### config.mk
export PLATFORM = sky130hd
export DESIGN_NAME = skt_cell
export DESIGN_NICKNAME = d
export VERILOG_FILES = /design/src/sv/skt_pkg.sv /design/src/sv/skt_cell.sv
export SDC_FILE = /design/constraint.sdc
export NUM_CORES = 1
export LEC_CHECK = 0
export BUFFER_PORTS_ARGS = -buffer_cell sky130_fd_sc_hd__buf_2
export CAP_MARGIN = 30
export CORE_AREA = 2 2 135 137
export CTS_BUF_LIST = sky130_fd_sc_hd__clkbuf_4 sky130_fd_sc_hd__clkbuf_8
export CTS_CLUSTER_SIZE = 8
export DETAILED_ROUTE_END_ITERATION = 6
export DIE_AREA = 0 0 137 139
export GPL_TIMING_DRIVEN = 0
export PLACE_DENSITY = 0.67
export SYNTH_ARGS = -nofsm -noshare
export SYNTH_HDL_FRONTEND = slang
export SYNTH_SLANG_ARGS = --single-unit
### constraint.sdc
create_clock -name clk_i -period 4.6 [get_ports clk_i]
set_input_delay 0.69 -clock clk_i [delete_from_list [all_inputs] [get_ports clk_i]]
set_output_delay 0.69 -clock clk_i [all_outputs]
set_load 0.02 [all_outputs]
### src/sv/skt_pkg.sv
// Shared types and constants for the sorted knot table.
package skt_pkg;

  localparam int MAX_KNOTS_DEF = 64;
  localparam int KEY_W         = 32;
  localparam int POS_W         = 6;
  localparam int RIDX_W        = 6;
  localparam int CNT_W         = 7;
  localparam int REQ_W         = 3;

  typedef enum logic [2:0] {
    REQ_INSERT   = 3'd0,
    REQ_DEL_KEY  = 3'd1,
    REQ_DEL_POS  = 3'd2,
    REQ_MOVE_POS = 3'd3,
    REQ_MOVE_KEY = 3'd4,
    REQ_FIND     = 3'd5,
    REQ_READ     = 3'd6
  } req_e;

  typedef enum logic [1:0] {
    STAT_OK     = 2'd0,
    STAT_REJECT = 2'd1,
    STAT_FULL   = 2'd2
  } status_e;

  typedef enum logic [1:0] {
    RGN_EMPTY  = 2'd0,
    RGN_BELOW  = 2'd1,
    RGN_INSIDE = 2'd2,
    RGN_ABOVE  = 2'd3
  } region_e;

  typedef enum logic [2:0] {
    CELL_NOP,
    CELL_CMP,
    CELL_DROP,
    CELL_PLACE,
    CELL_SETVAL
  } cell_op_e;

  typedef enum logic [2:0] {
    ST_IDLE,
    ST_EVAL,
    ST_MCMP,
    ST_MEVAL
  } state_e;

  typedef struct packed {
    cell_op_e                 op;
    logic                     by_key;
    logic signed [KEY_W-1:0]  key;
    logic signed [KEY_W-1:0]  value;
    logic [POS_W-1:0]         pos;
  } cell_cmd_t;

  typedef struct packed {
    logic any_lt;
    logic any_sel;
  } skt_hit_t;

endpackage

### src/sv/skt_cell.sv
// One table slot: holds a knot, compares it and shifts it along the chain.
module skt_cell
  import skt_pkg::*;
#(
  parameter int Idx = 0,
  parameter int IW  = 6,
  parameter int CW  = 7
) (
  input  logic                    clk_i,
  input  logic                    rst_ni,
  input  cell_cmd_t               cmd_i,
  input  logic [IW-1:0]           cmd_idx_i,
  input  logic [CW-1:0]           count_i,
  input  logic signed [KEY_W-1:0] left_key_i,
  input  logic signed [KEY_W-1:0] left_val_i,
  input  logic signed [KEY_W-1:0] right_key_i,
  input  logic signed [KEY_W-1:0] right_val_i,
  input  logic                    right_lt_i,
  output logic signed [KEY_W-1:0] key_o,
  output logic signed [KEY_W-1:0] val_o,
  output logic                    lt_o,
  output logic                    last_lt_o,
  output logic                    sel_o,
  output logic signed [KEY_W-1:0] rd_key_o,
  output logic signed [KEY_W-1:0] rd_val_o
);

  localparam int PW = (IW > POS_W) ? IW : POS_W;

  logic signed [KEY_W-1:0] key_q, key_d;
  logic signed [KEY_W-1:0] val_q, val_d;
  logic                    lt_q, lt_d;
  logic                    sel_q, sel_d;
  logic                    occ;
  logic                    pos_hit;
  logic                    at_idx;
  logic                    past_idx;

  assign occ      = CW'(Idx) < count_i;
  assign pos_hit  = PW'(cmd_i.pos) == PW'(Idx);
  assign at_idx   = cmd_idx_i == IW'(Idx);
  assign past_idx = IW'(Idx) > cmd_idx_i;

  always_comb begin
    key_d = key_q;
    val_d = val_q;
    lt_d  = lt_q;
    sel_d = sel_q;
    unique case (cmd_i.op)
      CELL_CMP: begin
        lt_d  = occ && (key_q < cmd_i.key);
        sel_d = occ && (cmd_i.by_key ? (key_q == cmd_i.key) : pos_hit);
      end
      CELL_DROP: begin
        if (at_idx || past_idx) begin
          key_d = right_key_i;
          val_d = right_val_i;
        end
      end
      CELL_PLACE: begin
        if (at_idx) begin
          key_d = cmd_i.key;
          val_d = cmd_i.value;
        end else if (past_idx) begin
          key_d = left_key_i;
          val_d = left_val_i;
        end
      end
      CELL_SETVAL: begin
        if (at_idx) begin
          val_d = cmd_i.value;
        end
      end
      default: begin
      end
    endcase
  end

  always_ff @(posedge clk_i or negedge rst_ni) begin
    if (!rst_ni) begin
      lt_q  <= 1'b0;
      sel_q <= 1'b0;
    end else begin
      lt_q  <= lt_d;
      sel_q <= sel_d;
    end
  end

  always_ff @(posedge clk_i) begin
    key_q <= key_d;
    val_q <= val_d;
  end

  assign key_o     = key_q;
  assign val_o     = val_q;
  assign lt_o      = lt_q;
  assign last_lt_o = lt_q && !right_lt_i;
  assign sel_o     = sel_q;
  assign rd_key_o  = sel_q ? key_q : '0;
  assign rd_val_o  = sel_q ? val_q : '0;

endmodule

==> impl_results.md, run 1 <==
* Clk_lat worst skew at roughly 0.37 ns
* WS Path Type: flop to output port
* Post-route ant nets at 0
* Adder-cell share of the synthesized area at under 10%
* Outcome: finished, violations left
* Hold slack final at roughly 0.11 ns
* Post-synthesis sequential area ratio at 44.3%
* Synth Area in Simple Gates at around a fifth
* Xor-xnor portion of the synthesized cell area at 0%
* Failing checks: design-rule violations
* Gpl congestion at 0.878
* CTS tree: yes
* Fin Clk Skew at 0.0128 ns
* Fin Setup TNS at 0 ns
* Mapped Cells at 491
* Initial core utilization at 25.2%
* Seq cells post-synth at 66
* Setup WS pre-CTS at 1.60 ns
* Largest family of logic cells by synthesized area: simple AND/OR/NAND/NOR gates
* Synth warnings at 0
* Layout Cells excl Fill at 1,086
* Hold Vio Cnt, Final at 0
* Routed WL at roughly 19 mm
* PnR Total Power at 1.56 mW
* RSZ-0062 raised after global routing: no
* DRC violations left at 1
* Num rows at 49
* Mean post-synth cell area at 9.06 sq um
* Fill cells at 1,896
* First-pass GRT wire length at roughly 27 mm
* Max-slew violations at 0
* Total GRT Usage at 18.9%
* CTS sink count at 66
* Final period util at a little over three fifths
* Worst-Margin Slew at 0.803 ns
* Vias in the first global route at 4,890
* WL/cell at 17.2 um
* Cells after DPL at ~1,100
* Reg clk slew, reported paths at 0.09 ns
* Top FF cell, synth: edfxtp_1
* Total CTS buffers at 9
* Die area at 19,000 sq um
* Maximum clock rate at 348 MHz
* Area grow syn2layout at 52.5%
* Setup ws final at around 1.7 ns
* Final setup viols at 0
* Post-layout nets at 1,102
* Commonest cells after routing, fill and taps aside: buf_2 (348), inv_1 (65), and2_1 (65)
* Final Critical Period at 2.87 ns
* Compound-Gate Fraction of Synth Area at 18.8%
* Post-synthesis mux area share at less than 1%
* Die height at 139 um
* Die W at 137 um
* MaxCap Viol Count at 0
* Resized cells post-CTS at 0
* DP HPWL at 15.1 mm
* Via-to-Cell Ratio at 4.77
* H-tree levels at 3
* Grt ovf at 0
* FF-to-FF setup slack at 2.22 ns
* Leak at 3.52 nW
* # port buffers at roughly 350
* Post-synth ARST share at between 3 and 4%
* Via count at 5,181
* Netlist cell types at 34
* Critical path data required time at 3.91 ns
* Crit path max fanout at 10
* Initial antenna violation count at 0
* Inserted Diodes at 0
* Pin count of the biggest net entering global routing at 26
* Core area at around 18,000 sq um
* CTS Buffer Depth at 2
* Syn_nets at 741
* Cell area power density at around 230 nW/um^2
* Io pins at 349
* Layout cells sized above 1 at 43.3%
* Most common cell after layout, fill and taps aside: buf_2
* # hold bufs at CTS at 0
* Cell area after synthesis at 4450 sq um
* CP Launch Type: flop
* First-pass DRT Iterations at 7
* DRT iter0 DRCs at 423
* Worst slew margin at 46.5%
* Hold crit path type: input port to async pin
* Worst EP arrival at 2.18 ns
* Crit. End Element: output port
* Peak supply drop at 143 uV
* Clk root buf: clkbuf_8
* EDFF count, synth at 64
* Post-CTS Setup Bufs at 0
synth_stat cells (4+ instances only):
cell | count | area, sq um
a21oi_1 | 44 | 220
a222oi_1 | 32 | 320
and2_1 | 65 | 407
clkbuf_1 | 30 | 113
edfxtp_1 | 64 | 1920
ha_1 | 32 | 400
inv_1 | 65 | 244
nand2_1 | 39 | 146
nand3_1 | 5 | 25.0
nand4_1 | 8 | 50.1
nor2_1 | 39 | 146
nor4_1 | 4 | 25.0
o21ai_0 | 16 | 80.1
o21ai_1 | 21 | 105
critical path, stage by stage, from the launching register on:
cell      delay (ns)
dfrtp_1         0.40
clkbuf_1        0.51
clkbuf_1        0.51
and2_1          0.21
buf_2           0.16
cell type report:
type / instances / area, sq um / area share (%)
multi-input combinational: 329 / 2130 / 31.5
sequential: 66 / 1970 / 29.1
timing repair buffer: 350 / 1790 / 26.4
tap: 229 / 287 / 4.22
inverter: 65 / 244 / 3.60
clock buffer: 9 / 124 / 1.83
clock inverter: 7 / 118 / 1.73
buffer: 31 / 116 / 1.72
metrics by stage:
step	cell area [sq um]	utilization, %
2_1_floorplan	4450	-
3_3_place_gp	6480	36.7
3_5_place_dp	6540	37.1
4_1_cts	6780	38.4
5_1_grt	6780	38.4
6_report	6780	38.4
sequential cells by signal, summed over array words and instances (netlist names):
| name | count |
|---|---|
| lt_o | 1 |
| key_o | 32 |
| sel_o | 1 |
| val_o | 32 |
path summary, 6_finish.rpt:
kind                                      from  depth (start not counted)                 to
max                          sel_o$_DFFE_PN0N_                          4       rd_val_o[12]
min                                     rst_ni                          1  sel_o$_DFFE_PN0N_
max reg2reg                key_o[14]$_DFFE_PP_                          7   lt_o$_DFFE_PN0N_
min reg2reg                   lt_o$_DFFE_PN0N_                          2   lt_o$_DFFE_PN0N_
max in group asynchronous               rst_ni                          1   lt_o$_DFFE_PN0N_
min in group clk_i            lt_o$_DFFE_PN0N_                          2   lt_o$_DFFE_PN0N_
cells by family after synthesis:
group / Yosys count
and+or+nand+nor: 170
AOI/OAI and AO/OA: 126
buffers and inverters: 96
DFF: 66
adders and majority gates: 32
muxes: 1
power breakdown:
part           switching, mW  internal, mW  total, mW
sequential           0.00349         0.669      0.672
clock                  0.264         0.360      0.624
combinational          0.134         0.128      0.262
per-layer routing:
layer  routed length (um)  track usage (%)  share of wire [%]  vias up
met2                 8950             30.6                 48      238
met4                  338             5.97                1.8        0
met5                    0                0                  0        -
li1                     -                -                  -     2479
met3                 1180             3.80                6.3       20
met1                 8180             25.1                 44     2444
No activity file was read; power rests on OpenSTA's default activity.
==> run 2: changes to the inputs <==
==> constraint.sdc (replaced) <==
create_clock -name clk_i -period 2.8 [get_ports clk_i]
set_input_delay 0.42 -clock clk_i [delete_from_list [all_inputs] [get_ports clk_i]]
set_output_delay 0.42 -clock clk_i [all_outputs]
set_load 0.02 [all_outputs]
==> run 2 against run 1 <==
Net effect:
- the flow now finishes without violations
- global-route usage decreased by 0.50 points
- first-iteration DRC count decreased by 18%
- utilization decreased by 0.49 points
- critical path depth decreased by 1
- non-clock buffer count unchanged
- combinational power increased by 64%
- sequential share of layout area increased by 0.37 points
- setup slack got worse by 1.4 ns
- via count increased by 0.29%
- critical endpoint is now rd_val_o[3]
- highest routed layer unchanged
==> impl_results.md, run 2 (synthesis gave the netlist of run 1 again) <==
* Routed WL at between 15 and 20 mm
* H-tree levels at 3
* Layout cells sized above 1 at 42.8%
* DRC violations left at 0
* Core area at 17,700 sq um
* CP top delay family: buffers and inverters
* Worst-Margin Slew at 0.683 ns
* Final period util at around 87%
* Reg clk slew, reported paths at roughly 0.070 ns
* Cell area power density at 332 nW/um^2
* WS Path Type: flop to output port
* Area grow syn2layout at 50.6%
* Clk root buf: clkbuf_8
* CTS Buffer Depth at 2
* Via-to-Cell Ratio at roughly 4.8
* Die W at 137 um
* PnR Total Power at between 2 and 2.5 mW
* Commonest cells after routing, fill and taps aside: buf_2 (348), inv_1 (65), and2_1 (65)
* Vias in the first global route at 4,766
* Total CTS buffers at 9
* Post-layout nets at 1,102
* Clk_lat worst skew at 0.35 ns
* Gpl congestion at about 0.87
* WL/cell at 16.9 um
* Total GRT Usage at a little under a fifth
* Outcome: complete, no violations
* Maximum clock rate at 410 MHz
* Post-DP Area at 6540 sq um
* RSZ-0062 raised after global routing: no
* Crit path max fanout at 12
* CTS tree: yes
* CP Launch Type: flop
* Most common cell after layout, fill and taps aside: buf_2
* Final core occ at a little under two fifths
* First-pass DRT Iterations at 6
* Die height at roughly 140 um
* Num rows at a little under 50
* Post-route ant nets at 0
* Max incr delay on CP at 0.70 ns
* Hold Vio Cnt, Final at 0
* First-pass GRT wire length at 26.2 mm
* Worst slew margin at about 54%
* DP HPWL at 14.9 mm
* Final setup viols at 0
* Io pins at between 300 and 400
* Hold slack final at 0.342 ns
* Final Critical Period at 2.44 ns
* Die area at 19,000 sq um
* Grt ovf at 0
* Post-CTS Setup Bufs at 0
* Leak at around 3.5 nW
* Hold crit path type: input port to flop
* Crit. End Element: output port
* Initial antenna violation count at 1
* Pin count of the biggest net entering global routing at 33
* Worst path cell trace: clkbuf_1, and2_1, buf_2
* Via count at roughly 5,200
* MaxCap Viol Count at 0
* DRT iter0 DRCs at roughly 350
* Crit path buf inv count at 2
* Initial core utilization at 25.2%
* Worst EP arrival at a little over 2 ns
* Setup WS pre-CTS at -0.135 ns
* # port buffers at roughly 350
* Critical path data required time at 2.38 ns
* Critical-path top delay cell: dfrtp_1
* Fill cells at 1,836
* Peak supply drop at 163 uV
* CTS sink count at between 60 and 70
* Setup ws final at 0.362 ns
* Design Area, Final at 6700 sq um
* Max-slew violations at 0
* Fin Clk Skew at 0.00902 ns
[run 2: cell count changes in the layout (fill, tap and decap cells not counted), sizes merged]
| cell | change |
|---|---|
| clkinvlp | +1 |
| dlygate4sd3 | +1 |
| diode | +1 |
| bufinv | -3 |
[run 2: final cells by class]
class	instances	area [sq um]	area share [%]
Timing Repair Buffer	351	1790	26.8
Tap cell	229	287	4.28
Buffer	30	113	1.68
Sequential cell	66	1970	29.4
Inverter	65	244	3.64
Clock buffer	10	131	1.96
Multi-Input combinational cell	329	2130	31.9
Antenna cell	1	2.50	0.0374
Clock inverter	5	22.5	0.336
[run 2: path summary, 6_finish.rpt]
path | start | to | slack, ns | cells past startpoint
setup / recovery | sel_o$_DFFE_PN0N_ | rd_val_o[3] | 0.36 | 3
hold / removal | right_key_i[7] | key_o[7]$_DFFE_PP_ | 0.34 | 3
setup reg to reg | key_o[14]$_DFFE_PP_ | lt_o$_DFFE_PN0N_ | 0.44 | 7
hold reg to reg | lt_o$_DFFE_PN0N_ | lt_o$_DFFE_PN0N_ | 0.57 | 2
max in group asynchronous | rst_ni | lt_o$_DFFE_PN0N_ | 2.30 | 2
min in group asynchronous | rst_ni | sel_o$_DFFE_PN0N_ | 0.41 | 2
[run 2: routing by layer]
metal | up-vias | global-route usage, % | routed length, um
met5 | - | 0 | 0
met4 | 0 | 6.40 | 352
met3 | 27 | 3.55 | 1400
met2 | 282 | 31.2 | 8990
met1 | 2411 | 23.2 | 7650
li1 | 2476 | - | -
[run 2: metrics by stage]
step                      instances  TNS [ns]
after global placement         1068    -38.75
after global routing           1085         0
after floorplan                 491         0
final                          1086         0
after detailed placement       1070    -0.652
after CTS                      1086         0
[run 2: worst reg2reg max path, cell delays in order (launching register included)]
cell and delay, ns:
edfxtp_1 0.44, ha_1 0.33, a21oi_1 0.15, nand2_1 0.07, a221o_1 0.34, o31ai_1 0.43, or4b_1 0.47, nand2_1 0.07
[run 2: what timing repair did]
action / in CTS / in global routing
hold endpoints to repair: 2 / 0
hold buffers: 1 / 0
gates resized for setup: 0 / 0
setup endpoints to repair: 0 / 10
[run 2: where the power goes]
part / internal [mW] / switching (mW) / total [mW] / leakage [nW]
combinational: 0.211 / 0.218 / 0.429 / 2.80
clock: 0.314 / 0.377 / 0.691 / 0.0757
sequential: 1.10 / 0.00576 / 1.11 / 0.591
total: 1.62 / 0.600 / 2.22 / 3.47
==> run 3: changes to the inputs <==
==> config.mk (replaced) <==
export PLATFORM = sky130hd
export DESIGN_NAME = skt_cell
export DESIGN_NICKNAME = d
export VERILOG_FILES = /design/src/sv/skt_pkg.sv /design/src/sv/skt_cell.sv
export SDC_FILE = /design/constraint.sdc
export NUM_CORES = 1
export LEC_CHECK = 0
export BUFFER_PORTS_ARGS = -buffer_cell sky130_fd_sc_hd__buf_2
export CAP_MARGIN = 30
export CELL_PAD_IN_SITES_DETAIL_PLACEMENT = 0
export CELL_PAD_IN_SITES_GLOBAL_PLACEMENT = 1
export CORE_AREA = 2 2 137 139
export CTS_BUF_LIST = sky130_fd_sc_hd__clkbuf_8
export CTS_CLUSTER_SIZE = 8
export DETAILED_ROUTE_END_ITERATION = 6
export DIE_AREA = 0 0 139 141
export GPL_TIMING_DRIVEN = 0
export PLACE_DENSITY = 0.86
export SYNTH_ARGS = -nofsm -noshare
export SYNTH_HDL_FRONTEND = slang
export SYNTH_SLANG_ARGS = --single-unit
==> run 3 against run 2 <==
Net effect:
- the flow now finishes with violations (design-rule violations)
- sequential share of layout area fell by 0.16 points
- via count decreased by 1.1%
- count of clock-buffer cells in the layout down 1
- die area up 2.9%
- critical path depth unchanged
- setup slack got worse by 0.017 ns
- hold slack worse by 0.0047 ns
- wire length is 0.64% higher
- register-to-register slack worse by 0.02 ns
- critical endpoint is now rd_val_o[6]
- largest power group unchanged
==> impl_results.md, run 3 (synthesis gave the netlist of run 1 again) <==
* Post-route ant nets at 0
* Worst-Margin Slew at 0.705 ns
* Maximum clock rate at 407 MHz
* First-pass GRT wire length at about 27 mm
* Reg2reg end: lt_o$_DFFE_PN0N_
* Setup WS pre-CTS at -0.0830 ns
* Crit path max fanout at 12
* Post-DP Area at 6540 sq um
* Gate power share at a little under a fifth
* Area grow syn2layout at 51.4%
* CTS sink count at between 60 and 70
* Worst slew margin at 53.0%
* Gpl congestion at between 0.8 and 0.9
* DRC violations left at 3
* Max-slew violations at 0
* Num rows at 50
* Setup ws final at 0.346 ns
* Gr busiest metal: met2
* Grt ovf at 0
* Peak supply drop at about 180 uV
* Post-layout nets at approximately 1,100
* Failing checks: design-rule violations
* R2R depth at 7
* Total CTS buffers at 9
* Die W at 139 um
* Worst EP arrival at approximately 2.0 ns
* DP HPWL at 15.2 mm
* Resized cells post-CTS at 0
* Multi-input logic area at 2130 sq um
* Net Switching at between 0.6 and 0.7 mW
* Io pins at 349
* Clock group share of total power at 33.9%
* Routed WL at 18.5 mm
* WS Path Type: flop to output port
* CTS Buffer Depth at 2
* Fill cells at just under 2,000
* Die height at 141 um
* CP Launch Type: flop
* Sequential Area at 1970 sq um
* Core area at 18,300 sq um
* GRT met2 Usage at between 30% and 40%
* Hold crit path type: input port to flop
* MaxCap Viol Count at 0
* Seq pwr share at 47.6%
* Post-CTS Setup Bufs at 0
* Cell area power density at 345 nW/um^2
* WL/cell at between 15 and 20 um
* Die area at between 15,000 and 20,000 sq um
* Final setup viols at 0
* Critical path data required time at 2.38 ns
* H-tree levels at 3
* Clk_lat worst skew at 0.36 ns
* RSZ-0062 raised after global routing: no
* Hold Crit Start: right_key_i[24]
* Via count at 5,141
* Total GRT Usage at 18.0%
* Worst hold stages at 3
* Final Critical Period at 2.45 ns
* Clk root buf: clkbuf_8
* Switch share at about a quarter
* Outcome: finished, violations left
* FF-to-FF setup slack at 0.42 ns
* Power Internal at between 1.5 and 2 mW
* Via-to-Cell Ratio at 4.71
* DRT iter0 DRCs at 422
* Hold Vio Cnt, Final at 0
* Final period util at 87.7%
* Met1 Use GR at 21.9%
* Initial core utilization at 24.3%
* Initial antenna violation count at 4
* Pin count of the biggest net entering global routing at 32
* Met3 Usage GRT at 4.52%
* Commonest cells after routing, fill and taps aside: buf_2 (348), inv_1 (65), and2_1 (65)
* # port buffers at approximately 350
* Reg clk slew, reported paths at 0.08 ns
* Worst Hold Path EP: key_o[24]$_DFFE_PP_
* Design Area, Final at 6730 sq um
* Most common cell after layout, fill and taps aside: buf_2
* Fin Clk Skew at ~0.011 ns
* CTS tree: yes
* Critical R2R Launch: key_o[30]$_DFFE_PP_
* Crit. End Element: output port
* Layout cells sized above 1 at 42.9%
* Vias in the first global route at slightly below 5,000
* Leak at 3.49 nW
* First-pass DRT Iterations at 7
[run 3: cell count changes in the layout (fill, tap and decap cells not counted)]
cell | before | now
clkinv_2 | 0 | 2
bufinv_16 | 0 | 1
clkbuf_4 | 1 | 0
clkinv_1 | 4 | 3
clkinv_4 | 0 | 1
clkinvlp_4 | 1 | 0
[run 3: final cells by class]
class,count,area share [%]
Tap cell,234,4.35
Sequential cell,66,29.3
Antenna cell,1,0.0372
Buffer,30,1.67
Clock buffer,9,1.84
Clock inverter,7,0.892
Timing Repair Buffer,351,26.6
Multi-Input combinational cell,329,31.7
Inverter,65,3.62
[run 3: worst max path at each step]
stage / to / slack, ns / start / depth (start not counted)
finish: rd_val_o[6] / 0.35 / sel_o$_DFFE_PN0N_ / 3
global route: rd_val_o[6] / 0.14 / sel_o$_DFFE_PN0N_ / 3
CTS: rd_val_o[6] / 0.20 / sel_o$_DFFE_PN0N_ / 3
detailed placement: val_o[6]$_DFFE_PP_ / -0.08 / cmd_i[72] / 7
global placement: key_o[3]$_DFFE_PP_ / -0.67 / cmd_idx_i[0] / 6
floorplan: val_o[0]$_DFFE_PP_ / 0.39 / cmd_idx_i[5] / 5
[run 3: repair_timing]
action / in CTS / in global routing
endpoints found under the setup margin: 1 / 0
hold buffers: 1 / 0
endpoints found under the hold margin: 2 / 0
[run 3: power by group through the flow]
| stage | Clock [mW] | Sequential, mW | Combinational (mW) |
|---|---|---|---|
| after floorplan | 0 | 1.13 | 0.191 |
| after global placement | 0 | 1.13 | 0.419 |
| after detailed placement | 0 | 1.13 | 0.428 |
| after CTS | 0.821 | 1.11 | 0.430 |
| after global routing | 0.855 | 1.11 | 0.479 |
| final | 0.788 | 1.11 | 0.428 |
[run 3: critical path: stages, from the launching register on]
cell      delay [ns]
dfrtp_1         0.71
clkbuf_1        0.53
and2_1          0.25
buf_2           0.17
[run 3: per-layer routing]
layer | vias to the layer above | part of all wire, %
met4 | 4 | 1.8
met1 | 2370 | 41
met2 | 260 | 49
li1 | 2482 | -
met3 | 25 | 7.9
met5 | - | 0.11
[run 3: per-stage QoR]
stage	TNS [ns]	cells	hold WS, ns	power [mW]	util [%]
4_1_cts	0	1091	0.299	2.36	36.8
2_1_floorplan	0	491	0.124	1.33	-
6_report	0	1092	0.337	2.32	36.9
5_1_grt	0	1092	0.312	2.44	36.9
3_5_place_dp	-0.255	1075	0.214	1.56	35.8
3_3_place_gp	-36.46	1073	0.211	1.55	35.5
